**config.mk**
```make
export PLATFORM = sky130hd
export DESIGN_NAME = double_ended_queue
export DESIGN_NICKNAME = d
export VERILOG_FILES = /design/src/hdl/deq_pkg.sv /design/src/hdl/deq_ram.sv /design/src/hdl/double_ended_queue.sv
export SDC_FILE = /design/constraint.sdc
export NUM_CORES = 1
export LEC_CHECK = 0
export ABC_CLOCK_PERIOD_IN_PS = 11170
export BUFFER_PORTS_ARGS = -buffer_cell sky130_fd_sc_hd__buf_2
export CAP_MARGIN = 0
export CORE_MARGIN = 4
export CORE_UTILIZATION = 30
export CTS_CLUSTER_SIZE = 16
export DETAILED_ROUTE_END_ITERATION = 12
export PLACE_DENSITY = 0.46
export SYNTH_ARGS = -nofsm -noshare
export SYNTH_HDL_FRONTEND = slang
export SYNTH_SLANG_ARGS = --single-unit
export TNS_END_PERCENT = 5
```
**constraint.sdc**
```tcl
create_clock -name i_clk -period 11.17 [get_ports i_clk]
set_clock_uncertainty 0.2 [all_clocks]
set_input_delay 0.5585 -clock i_clk [delete_from_list [all_inputs] [get_ports i_clk]]
set_output_delay 0.5585 -clock i_clk [all_outputs]
set_load 0.1 [all_outputs]
```
**src/hdl/deq_pkg.sv**
```systemverilog
`default_nettype none

package deq_pkg;

    localparam int DATA_WIDTH = 32;
    localparam int DEPTH      = 16;
    localparam int OP_W       = 3;
    localparam int CNT_W      = 5;

    localparam logic [OP_W-1:0] OP_PUSH_FRONT = 3'd0;
    localparam logic [OP_W-1:0] OP_PUSH_BACK  = 3'd1;
    localparam logic [OP_W-1:0] OP_POP_FRONT  = 3'd2;
    localparam logic [OP_W-1:0] OP_POP_BACK   = 3'd3;
    localparam logic [OP_W-1:0] OP_PEEK_FRONT = 3'd4;
    localparam logic [OP_W-1:0] OP_PEEK_BACK  = 3'd5;
    localparam logic [OP_W-1:0] OP_STATUS     = 3'd6;

    typedef struct packed {
        logic [OP_W-1:0]              op;
        logic signed [DATA_WIDTH-1:0] data_in;
    } t_req;

    typedef struct packed {
        logic signed [DATA_WIDTH-1:0] data_out;
        logic [CNT_W-1:0]             count;
        logic                         is_empty;
        logic                         error;
    } t_rsp;

endpackage

`default_nettype wire

```
**src/hdl/deq_ram.sv**
```systemverilog
`default_nettype none

module deq_ram #(
    parameter int WIDTH = deq_pkg::DATA_WIDTH,
    parameter int DEPTH = deq_pkg::DEPTH,
    parameter int AW    = (DEPTH > 1) ? $clog2(DEPTH) : 1
) (
    input  wire logic             i_clk,
    input  wire logic             i_we,
    input  wire logic [AW-1:0]    i_waddr,
    input  wire logic [WIDTH-1:0] i_wdata,
    input  wire logic             i_re,
    input  wire logic [AW-1:0]    i_raddr,
    output logic      [WIDTH-1:0] o_rdata
);

    logic [WIDTH-1:0] mem [DEPTH];

    always_ff @(posedge i_clk) begin
        if (i_we) begin
            mem[i_waddr] <= i_wdata;
        end
        if (i_re) begin
            o_rdata <= mem[i_raddr];
        end
    end

endmodule

`default_nettype wire

```
**src/hdl/double_ended_queue.sv**
```systemverilog
`default_nettype none

// Double-ended queue over a circular store of DEPTH words (DEPTH up to 31, the most the 5-bit count holds).
// A request is taken whenever start is high and busy is low; busy is high only
// during reset, so a new request may follow in every cycle. Each request gives
// exactly one result word, marked by o_valid, in the cycle right after it was
// taken: the element popped or peeked comes from the storage RAM's registered
// read port. Head, tail and count are updated at acceptance, so back-to-back
// requests see each other's effect.
// Results cannot be held off and must be taken in the cycle they appear.
// A push into a full queue is dropped; a pop or peek on an empty queue returns
// all ones; both raise error.

module double_ended_queue #(
    parameter int DEPTH = deq_pkg::DEPTH
) (
    input  wire logic          i_clk,
    input  wire logic          i_rst_n,
    input  wire logic          start,
    output logic               busy,
    input  wire deq_pkg::t_req i_req,
    output logic               o_valid,
    output deq_pkg::t_rsp      o_rsp
);

    localparam int AW = (DEPTH > 1) ? $clog2(DEPTH) : 1;
    localparam logic [AW-1:0] LAST = AW'(DEPTH - 1);
    localparam logic [deq_pkg::CNT_W-1:0] FULL_CNT = deq_pkg::CNT_W'(DEPTH);

    logic [AW-1:0]               r_head, n_head;
    logic [AW-1:0]               r_tail, n_tail;
    logic [deq_pkg::CNT_W-1:0]   r_count, n_count;
    logic                        r_valid;
    logic                        r_err, n_err;
    logic                        r_rd, n_rd;

    logic                        accept;
    logic                        empty, full;
    logic [AW-1:0]               head_up, head_dn, tail_up, tail_dn;
    logic                        we, re;
    logic [AW-1:0]               waddr, raddr;
    logic [deq_pkg::DATA_WIDTH-1:0] rdata;

    assign busy   = ~i_rst_n;
    assign accept = start & ~busy;
    assign empty  = (r_count == '0);
    assign full   = (r_count == FULL_CNT);

    assign head_up = (r_head == LAST) ? '0 : r_head + AW'(1);
    assign head_dn = (r_head == '0) ? LAST : r_head - AW'(1);
    assign tail_up = (r_tail == LAST) ? '0 : r_tail + AW'(1);
    assign tail_dn = (r_tail == '0) ? LAST : r_tail - AW'(1);

    always_comb begin
        n_head  = r_head;
        n_tail  = r_tail;
        n_count = r_count;
        n_err   = 1'b0;
        n_rd    = 1'b0;
        we      = 1'b0;
        re      = 1'b0;
        waddr   = r_tail;
        raddr   = r_head;
        if (accept) begin
            case (i_req.op)
                deq_pkg::OP_PUSH_FRONT: begin
                    if (full) begin
                        n_err = 1'b1;
                    end else begin
                        we      = 1'b1;
                        waddr   = head_dn;
                        n_head  = head_dn;
                        n_count = r_count + 1'b1;
                    end
                end
                deq_pkg::OP_PUSH_BACK: begin
                    if (full) begin
                        n_err = 1'b1;
                    end else begin
                        we      = 1'b1;
                        waddr   = r_tail;
                        n_tail  = tail_up;
                        n_count = r_count + 1'b1;
                    end
                end
                deq_pkg::OP_POP_FRONT: begin
                    if (empty) begin
                        n_err = 1'b1;
                    end else begin
                        re      = 1'b1;
                        n_rd    = 1'b1;
                        raddr   = r_head;
                        n_head  = head_up;
                        n_count = r_count - 1'b1;
                    end
                end
                deq_pkg::OP_POP_BACK: begin
                    if (empty) begin
                        n_err = 1'b1;
                    end else begin
                        re      = 1'b1;
                        n_rd    = 1'b1;
                        raddr   = tail_dn;
                        n_tail  = tail_dn;
                        n_count = r_count - 1'b1;
                    end
                end
                deq_pkg::OP_PEEK_FRONT: begin
                    if (empty) begin
                        n_err = 1'b1;
                    end else begin
                        re    = 1'b1;
                        n_rd  = 1'b1;
                        raddr = r_head;
                    end
                end
                deq_pkg::OP_PEEK_BACK: begin
                    if (empty) begin
                        n_err = 1'b1;
                    end else begin
                        re    = 1'b1;
                        n_rd  = 1'b1;
                        raddr = tail_dn;
                    end
                end
                default: begin
                    // status and the unused code change nothing
                end
            endcase
        end
    end

    deq_ram #(
        .WIDTH (deq_pkg::DATA_WIDTH),
        .DEPTH (DEPTH),
        .AW    (AW)
    ) u_ram (
        .i_clk   (i_clk),
        .i_we    (we),
        .i_waddr (waddr),
        .i_wdata (i_req.data_in),
        .i_re    (re),
        .i_raddr (raddr),
        .o_rdata (rdata)
    );

    always_ff @(posedge i_clk) begin
        if (!i_rst_n) begin
            r_head  <= '0;
            r_tail  <= '0;
            r_count <= '0;
            r_valid <= 1'b0;
            r_err   <= 1'b0;
            r_rd    <= 1'b0;
        end else begin
            r_head  <= n_head;
            r_tail  <= n_tail;
            r_count <= n_count;
            r_valid <= accept;
            r_err   <= n_err;
            r_rd    <= n_rd;
        end
    end

    // r_count already holds the post-request count in the result cycle
    assign o_valid        = r_valid;
    assign o_rsp.data_out = r_rd ? rdata : '1;
    assign o_rsp.count    = r_count;
    assign o_rsp.is_empty = (r_count == '0);
    assign o_rsp.error    = r_err;

    a_count_bound: assert property (@(posedge i_clk) disable iff (!i_rst_n)
        r_count <= FULL_CNT)
        else $error("element count above capacity");

    a_one_result: assert property (@(posedge i_clk) disable iff (!i_rst_n)
        accept |=> o_valid)
        else $error("request gave no result word");

    a_no_spurious: assert property (@(posedge i_clk) disable iff (!i_rst_n)
        !accept |=> !o_valid)
        else $error("result word without request");

    a_err_no_data: assert property (@(posedge i_clk) disable iff (!i_rst_n)
        (o_valid && o_rsp.error) |-> (o_rsp.data_out == '1))
        else $error("error result carries element data");

    a_count_step: assert property (@(posedge i_clk) disable iff (!i_rst_n)
        accept |=> (r_count == $past(r_count) || r_count == $past(r_count) + 1'b1
                    || r_count == $past(r_count) - 1'b1))
        else $error("count moved by more than one");

endmodule

`default_nettype wire
```
# Word-level counts from Yosys, hierarchy flattened
# Memories as Yosys holds them, arrays and structs flattened. A register that Yosys moved wholly into a read port is not among the register bits.
# Cells that the tools add are included.
[classes] magnitude_cmp=0 mul=0 bitwise=2 addsub=6 div=0 mux=31 n_shift=0 n_eq_ne=14 reduce_logical=15
[ops] cell="two-way mux 4 bit" count=14
[ops] cell="two-way mux 32 bit" count=1
[ops] cell="one-hot mux 4 bit (2 select lines)" count=2
[ops] cell="inequality test 2 bit (second input constant)" count=6
[ops] cell="AND reduction 4 bit" count=3
[ops] cell="two-way mux 1 bit" count=10
[ops] cell="two-way mux 5 bit" count=2
[ops] cell="one-hot mux 5 bit (2 select lines)" count=1
[ops] cell="adder 4 x 1 -> 4 bit (second input constant)" count=2
[ops] cell="== test 4 bit (second input constant)" count=2
[ops] cell="zero test 4 bit" count=2
[ops] cell="subtractor 4 x 1 -> 4 bit (second input constant)" count=2
[ops] cell="== test 3 x 2 -> 1 bit (second input constant)" count=2
[ops] cell="== test 3 bit (second input constant)" count=2
[ops] cell="nonzero test 2 bit" count=3
[ops] cell="OR reduction 2 bit" count=3
[ops] cell="adder 5 x 1 -> 5 bit (second input constant)" count=1
[ops] cell="== test 5 bit (second input constant)" count=1
[ops] cell="zero test 5 bit" count=1
[ops] cell="subtractor 5 x 1 -> 5 bit (second input constant)" count=1
[ops] cell="OR reduction 4 bit" count=1
[ops] cell="== test 3 x 1 -> 1 bit (second input constant)" count=1
[ops] cell="zero test 3 bit" count=1
[ops] cell="one-hot mux 1 bit (2 select lines)" count=1
[ops] cell="3 further kinds" count=3
[totals] out_inout_bits=41 latch_bits=0 mem_bits_ro=0 mem_bits_rw=512 wordCells=75 ff_bits=16 n_memories=1
[memory_table] memory="u_ram.mem" depth=16 width=32 read_ports=1 rd_clocked_by_memory_dff=1 wr=1 line="deq_ram.sv:17" text="logic [WIDTH-1:0] mem [DEPTH];"

# Depth between registers and ports, before layout
# Gate-level depths: netlist of the first run.
[logic_depth] word_depth=6 mapped_depth=12

# Hierarchy
# Synthesis of the first run repeated with hierarchy kept, for this count alone.
[hier_totals] cells_unflattened=1023 area_unflattened_um2=21615.7
[by_module_without_submodules] mod="deq_ram" area_per_inst_um2=20155.6 instances=1 cells_per_inst=838 seq_area_each_um2=16335.7
[by_module_without_submodules] mod="double_ended_queue" area_per_inst_um2=1460.2 instances=1 cells_per_inst=185 seq_area_each_um2=320.3

# Least setup slack after synthesis of the first run
# No wires, ideal clock.
[synth_timing] kind="reg-to-reg" start="reg r_count[0] (netlist name)" end="mem u_ram.mem[2][0] (netlist name), enable pin" stages_incl_launch_ff=7 setup_time_ns=0.421 path_buffers=0 setup_slack_ns=6.814 arrival_ns=3.735 path_cell_list="dfxtp_1 -> nor4_1 -> a2111o_1 -> nor2_1 -> mux2i_1 -> nand2_1 -> nor2_1"
[synth_via] elab_chain_cells=6
[synth_rtl] element="from (decl)" line="double_ended_queue.sv:32" text="logic [deq_pkg::CNT_W-1:0] r_count, n_count;"
[synth_rtl] element="from (signal assigned)" line="double_ended_queue.sv:158" text="r_count <= n_count;"
[synth_rtl] element="== test 5 bit (*)" line="double_ended_queue.sv:47" text="assign full = (r_count == FULL_CNT);"
[synth_rtl] element="two-way mux 1 bit" line="double_ended_queue.sv:67, double_ended_queue.sv:77"
[synth_rtl] element="two-way mux 1 bit"
[synth_rtl] element="two-way mux 1 bit" line="double_ended_queue.sv:64" text="if (accept) begin"
[synth_rtl] element="two-way mux 1 bit" line="deq_ram.sv:20" text="if (i_we) begin"
[synth_rtl] element="two-way mux 1 bit (not written as such)" line="deq_ram.sv:21" text="mem[i_waddr] <= i_wdata;"
[synth_rtl] element="to (decl)" line="deq_ram.sv:17"
# Every way passes the cells marked *; elsewhere a longest branch is shown, timed or not.

# Final worst setup path of the first run
[layout_timing] start="reg r_count[0] (netlist name)" end="reg u_ram.o_rdata[6] (read register of u_ram.mem) (data pin)"
[layout_via] elab_chain_cells=4
[layout_rtl] element="zero test 5 bit (*)" line="double_ended_queue.sv:46" text="assign empty = (r_count == '0);"
[layout_rtl] element="two-way mux 4 bit or two-way mux 1 bit (tied branches) (2 in a row)"
[layout_rtl] element="two-way mux 4 bit or two-way mux 1 bit (tied branches)" line="double_ended_queue.sv:64"
[layout_rtl] element="to (decl)" line="deq_ram.sv:14" text="output logic [WIDTH-1:0] o_rdata"
# Marks and branches as above.
# A chain may end at the register's enable or synchronous reset.

==> flow_summary.toml, run 1 <==
[timing]
slew_headroom_pct = 31.31
rsz0062_at_grt = "false"
setup_violations = 0
fin_tns_setup_ns = 0
drv_slew = 0
worstMarginPinSlew_ns = 1.027
finalHoldViolCount = 0
holdWs_ns = 0.1090
fmax_mhz = 229.0
fin_crit_sh_pct = 39.09
min_period_ns = 4.366

[logic_synthesis]
postSynth.asyncResetShare_pct = 0
synth_top_area_cell = "edfxtp_1"
synth_top_area_share_pct = 74.06
synth_edf_count = 544
synth_cell_type_count = 45
synth.avg_cell_area_um2 = 14.82
ys_ff_latch = 560
seq_area_frac_synth_pct = 75.52
synth_simple_gate_area_share_pct = 12.46
synthFlopType = "edfxtp_1"
netlist_area_um2 = 22060
synth_nets = 1534
synth-adder-area-share_pct = 0.4879
synth_cells = 1488
synth_compound_area_share_pct = 3.772
yosysWarningCount = 0
synth_top_family_by_area = "simple AND/OR/NAND/NOR gates"
synthTopCellsByArea = "edfxtp_1 74%, nand2_1 6.0%, mux4_2 3.7%"
muxShareOfSynthArea_pct = 5.264
synth_xor_area_share_pct = 0.4368

[clock_network]
clkLatencyLatePin_ns = 0.62
cts_hold_buf = 0
root_buffer = "clkbuf_16"
cts_buffer_depth = 3
clock-sinks = 560
cts_tree = "built"
cts_resized = 0
cts_setup_buffers = 0
cts_max_level = 2
cts_buffers = 59
clkTransAtPathRegs_ns = 0.06

[floorplan]
fp.coreArea_um2 = 72960
placementRows = 99
pin_count = 79
dieArea_um2 = 77920
die_w_um = 279.1
dieHeight_um = 279.1
start_util_pct = 30.23

[pwr]
peakVddDrop_uv = 115.0
seqPwrFrac_pct = 52.2
p_comb_share_pct = 4.3
switching_share_pct = 21.35
p_sw_mw = 0.9492
power_density_nw_per_um2 = 174.0
clockPowerShare_pct = 43.5
p_leak_nw = 8.376
p_int_mw = 3.498

[worst_setup_path]
r2r_cells = 9
critPathSlowestCell = "buf_4"
rr_endpoint = "u_ram.o_rdata[6]"
crit_chain = "or4_4 -> o2111ai_4 -> mux2i_4 -> buf_12 -> buf_4 -> mux2i_1 -> a32oi_1 -> nand4_1 -> o21ai_0"
arrival_ns = 4.50
worst_ep_required_time_ns = 11.30
crit_type = "reg2reg"
cp-end-kind = "register"
cp-start-kind = "register"
slowest_delay_ns = 0.79
r2r_slack_ns = 6.80
endpoint = "u_ram.o_rdata[6]"
r2r-start = "r_count[0]"
critPathMaxFanout = 151
crit_start = "r_count[0]"

[place]
portBuffers = 78
post-place-cells = 2467
gp_congestion = 0.7275
hpwlAfterDp_um = 28050

[layout]
final_cell_mix = "544 x edfxtp_1, 351 x nand2_1, 146 x nand3_1"
fin_util_pct = 35.02
synthToLayoutAreaGrowth_pct = 15.84
fin_cells = 2578
final_nets = 1615
final_common_cell = "edfxtp_1"
fillers = 6969
layout-drive-gt1-share_pct = 16.01

[routing]
drc = 0
drt-pass1-iter-count = 5
antenna_left = 0
via_per_inst = 4.874
vias = 12570
drtIter0Drc = 998
wl_um = 56760
wire_per_inst_um = 22.02

[run]
maxCapViolations = 0

[global_route]
grt_pass1_wl_um = 84430
global_route.usage.total_pct = 14.40
antenna_found_initial = 4
grt_pass1_vias = 12480
grt_max_degree = 152
overflow = 0

[min_path]
hp-class = "in2reg"

[run_status]
status = "finished, final reports clean"
synth_stat cells, drive strengths merged, types with 3 or more instances:
master,instances
a211oi,5
a21o,3
a21oi,13
a22oi,11
a31oi,13
a32oi,20
buf,54
clkbuf,32
dfxtp,16
edfxtp,544
ha,7
inv,9
mux2,5
mux2i,29
mux4,36
nand2,352
nand2b,35
nand3,146
nand4,40
nor2,37
nor2b,3
o211ai,14
o21ai,33
xnor2,7
xor2,4
flip-flops by register name, indices dropped and copies added (netlist names):
register	count
u_ram.o_rdata	32
r_rd	1
u_ram.mem	512
o_valid	1
r_head	4
r_count	5
r_err	1
r_tail	4
layout make-up:
| type | count | area [um2] | area share, % |
|---|---|---|---|
| flip-flops and latches | 560 | 16660 | 65.19 |
| multi-input cells | 833 | 5127 | 20.07 |
| clock buffers | 68 | 1553 | 6.077 |
| well taps | 959 | 1200 | 4.696 |
| repair buffers | 106 | 613.1 | 2.399 |
| clock inverters | 42 | 364.1 | 1.425 |
| inverters | 9 | 33.78 | 0.1322 |
| diodes | 1 | 2.502 | 0.009794 |
how the worst min path moves through the flow:
stage                     startpoint         endpoint  slack (ns)  cells after the start
after floorplan            r_tail[1]        r_tail[1]        0.33                      2
after global placement    r_count[2]       r_count[2]        0.34                      2
after detailed placement  r_count[2]       r_count[2]        0.35                      2
after CTS                      start            r_err        0.07                      3
after global routing        i_req[0]  u_ram.mem[2][0]        0.10                      1
final                          start            r_err        0.11                      3
power groups by stage:
stage | Combinational [mW] | Sequential, mW | Clock (mW)
after floorplan | 0.120 | 2.37 | 0
after global routing | 0.214 | 2.32 | 2.08
after detailed placement | 0.197 | 2.36 | 0
after global placement | 0.195 | 2.36 | 0
final | 0.193 | 2.32 | 1.93
after CTS | 0.197 | 2.32 | 1.98
metal layers:
layer / track usage [%] / share of wire [%] / vias up / wire length, um
li1: - / - / 5763 / -
met1: 20.39 / 45 / 6425 / 25800
met2: 23.60 / 48 / 310 / 27010
met3: 2.542 / 5.5 / 68 / 3135
met4: 2.625 / 1.4 / 0 / 817
met5: 0 / 0 / - / 0
worst max-delay path: cells and delay by family (launching register included):
kind                   cells  cell delay (ns)
AOI/OAI and AO/OA          3             0.59
buffers and inverters      2             1.40
DFF                        1             0.37
muxes                      2             0.59
and+or+nand+nor            2             0.75
cell families after synthesis:
group           count (synthesis)
xor+xnor                       11
simple gates                  623
compound gates                121
flops                         560
buf+inv                        95
mux                            70
fa+ha+maj                       8
through the flow:
step	area, um2	setup slack [ns]	total power, mW
after floorplan	22060	6.814	2.487
after global placement	23630	6.814	2.559
after detailed placement	23630	6.744	2.562
after CTS	25550	6.746	4.502
after global routing	25550	6.547	4.613
final	25550	6.804	4.447
No activity file was read; power rests on OpenSTA's default activity.
==> run 2, diff against run 1 <==
--- a/config.mk
+++ b/config.mk
@@ -5,7 +5,7 @@
 export SDC_FILE = /design/constraint.sdc
 export NUM_CORES = 1
 export LEC_CHECK = 0
-export ABC_CLOCK_PERIOD_IN_PS = 11170
+export ABC_CLOCK_PERIOD_IN_PS = 4150
 export BUFFER_PORTS_ARGS = -buffer_cell sky130_fd_sc_hd__buf_2
 export CAP_MARGIN = 0
 export CORE_MARGIN = 4
==> constraint.sdc (replaced) <==
create_clock -name i_clk -period 4.15 [get_ports i_clk]
set_clock_uncertainty 0.2 [all_clocks]
set_input_delay 0.2075 -clock i_clk [delete_from_list [all_inputs] [get_ports i_clk]]
set_output_delay 0.2075 -clock i_clk [all_outputs]
set_load 0.1 [all_outputs]
==> run 2 against run 1 <==
  * Sequential cell count unchanged
  * Via count increased by 3.4%
  * Register-to-register slack worse by 6.4 ns
  * Die area did not move
  * Design area rose by 2.6%
  * Clock power grew to 2.6 times the previous value
  * Critical endpoint is now u_ram.o_rdata[29]
  * Count of clock-buffer cells in the layout up 3
  * First-iteration DRC count grew 11%
==> flow_summary.toml, run 2 (synthesized netlist as in run 1, its figures left out) <==
[run_status]
status = "finished, final reports clean"

[global_route]
grt_use_met2_pct = 25.73
overflow = 0
antenna_found_initial = 2
grt_pass1_wl_um = 89470
grtUsageMet1_pct = 21.09
global_route.usage.total_pct = 15.36
grt.busiest_layer = "met2"
grt_max_degree = 79
grt_pass1_vias = 13020
grtUsageMet3_pct = 2.441

[worst_setup_path]
crit_chain = "or4_4 -> o2111ai_4 -> mux2i_4 -> buf_4 -> mux4_2 -> a22oi_1 -> o211ai_1"
cp-start-kind = "register"
worst_ep_required_time_ns = 4.30
critPathSlowestCell = "or4_4"
cp-end-kind = "register"
crit_type = "reg2reg"
arrival_ns = 3.92
slowest_delay_ns = 0.59
r2r_cells = 7
critPathMaxFanout = 23

[routing]
drt-pass1-iter-count = 5
drtIter0Drc = 1109
vias = 12990
wl_um = 60530
via_per_inst = 4.908
wire_per_inst_um = 22.87
drc = 0
antenna_left = 0

[clock_network]
clkLatencyLatePin_ns = 0.62
cts_setup_buffers = 0
root_buffer = "clkbuf_16"
cts_buffer_depth = 3
cts_resized = 0
cts_max_level = 2
cts_tree = "built"
cts_buffers = 59
clkTransAtPathRegs_ns = 0.06
cts_hold_buf = 39
clock-sinks = 560

[floorplan]
die_w_um = 279.1
dieArea_um2 = 77920
placementRows = 99
fp.coreArea_um2 = 72960
start_util_pct = 30.23
dieHeight_um = 279.1
pin_count = 79

[layout]
largest_reg_flops = 512
fin_util_pct = 35.93
layout-drive-gt1-share_pct = 16.95
final_nets = 1683
ff_latch_area_um2 = 16660
final_common_cell = "edfxtp_1"
top_register = "u_ram.mem"
synthToLayoutAreaGrowth_pct = 18.84
final_cell_mix = "544 x edfxtp_1, 351 x nand2_1, 146 x nand3_1"
fillers = 6894
largestRegisters = "u_ram.mem: 512 flops, u_ram.o_rdata: 32 flops, r_count: 5 flops"
multi_input_area_um2 = 5127

[place]
hpwlAfterDp_um = 32260
portBuffers = 78
gp_congestion = 0.7296

[timing]
rsz0062_at_grt = "false"
fmax_mhz = 265.4
min_period_ns = 3.768
drv_slew = 0
finalHoldViolCount = 0
fin_crit_sh_pct = 90.79
worstMarginPinSlew_ns = 0.9597
setup_violations = 0
slew_headroom_pct = 34.37

[pwr]
p_total_mw = 11.81
power_density_nw_per_um2 = 450.4
peakVddDrop_uv = 327.8
p_leak_nw = 8.672

[min_path]
hold_depth = 6
hp-class = "in2reg"

[run]
maxCapViolations = 0
[run 2: metal layers]
layer / share of wire [%] / routed length (um)
met2: 49 / 29510
met3: 4.6 / 2770
met4: 2.0 / 1194
met5: 0.020 / 12
met1: 45 / 27040
[run 2: path summary, 6_finish.rpt]
kind,start,to,slack (ns)
max,r_count[0],u_ram.o_rdata[29],0.38
min,i_req[33],r_count[2],0.12
max reg2reg,r_count[0],u_ram.o_rdata[29],0.38
min reg2reg,r_count[2],r_count[2],0.38
[run 2: critical path, delay by kind of cell, from the launching register on]
kind | cells | cell delay [ns]
AND/OR/NAND/NOR | 1 | 0.59
multiplexers | 2 | 1.16
flip-flops | 1 | 0.38
buffers and inverters | 1 | 0.49
AO/OA/AOI/OAI | 3 | 0.68
[run 2: layout make-up]
class                   count  share of cell area (%)
clock buffers              71                   5.805
inverters                   9                  0.1289
multi-input cells         833                   19.56
diodes                      1                0.009547
clock inverters            40                   1.136
flip-flops and latches    560                   63.55
repair buffers            174                   5.232
well taps                 959                   4.578
[run 2: where the power goes]
group	leakage, nW	internal [mW]	switching, mW
Clock	0.885	2.80	2.19
Combinational	2.77	0.182	0.394
Sequential	5.02	6.23	0.0146
Total	8.67	9.21	2.60
[run 2: per-stage QoR]
step	hold slack, ns	cells	TNS [ns]	instance area (um2)	setup slack [ns]
floorplan	0.1064	1488	-91.73	22060	-0.2062
global placement	0.3440	2496	0	24000	0.3781
detailed placement	0.3634	2496	0	24000	0.3247
CTS	0.07203	2646	0	26210	0.3187
global route	0.1521	2646	0	26210	0.1611
finish	0.1206	2647	0	26210	0.3821
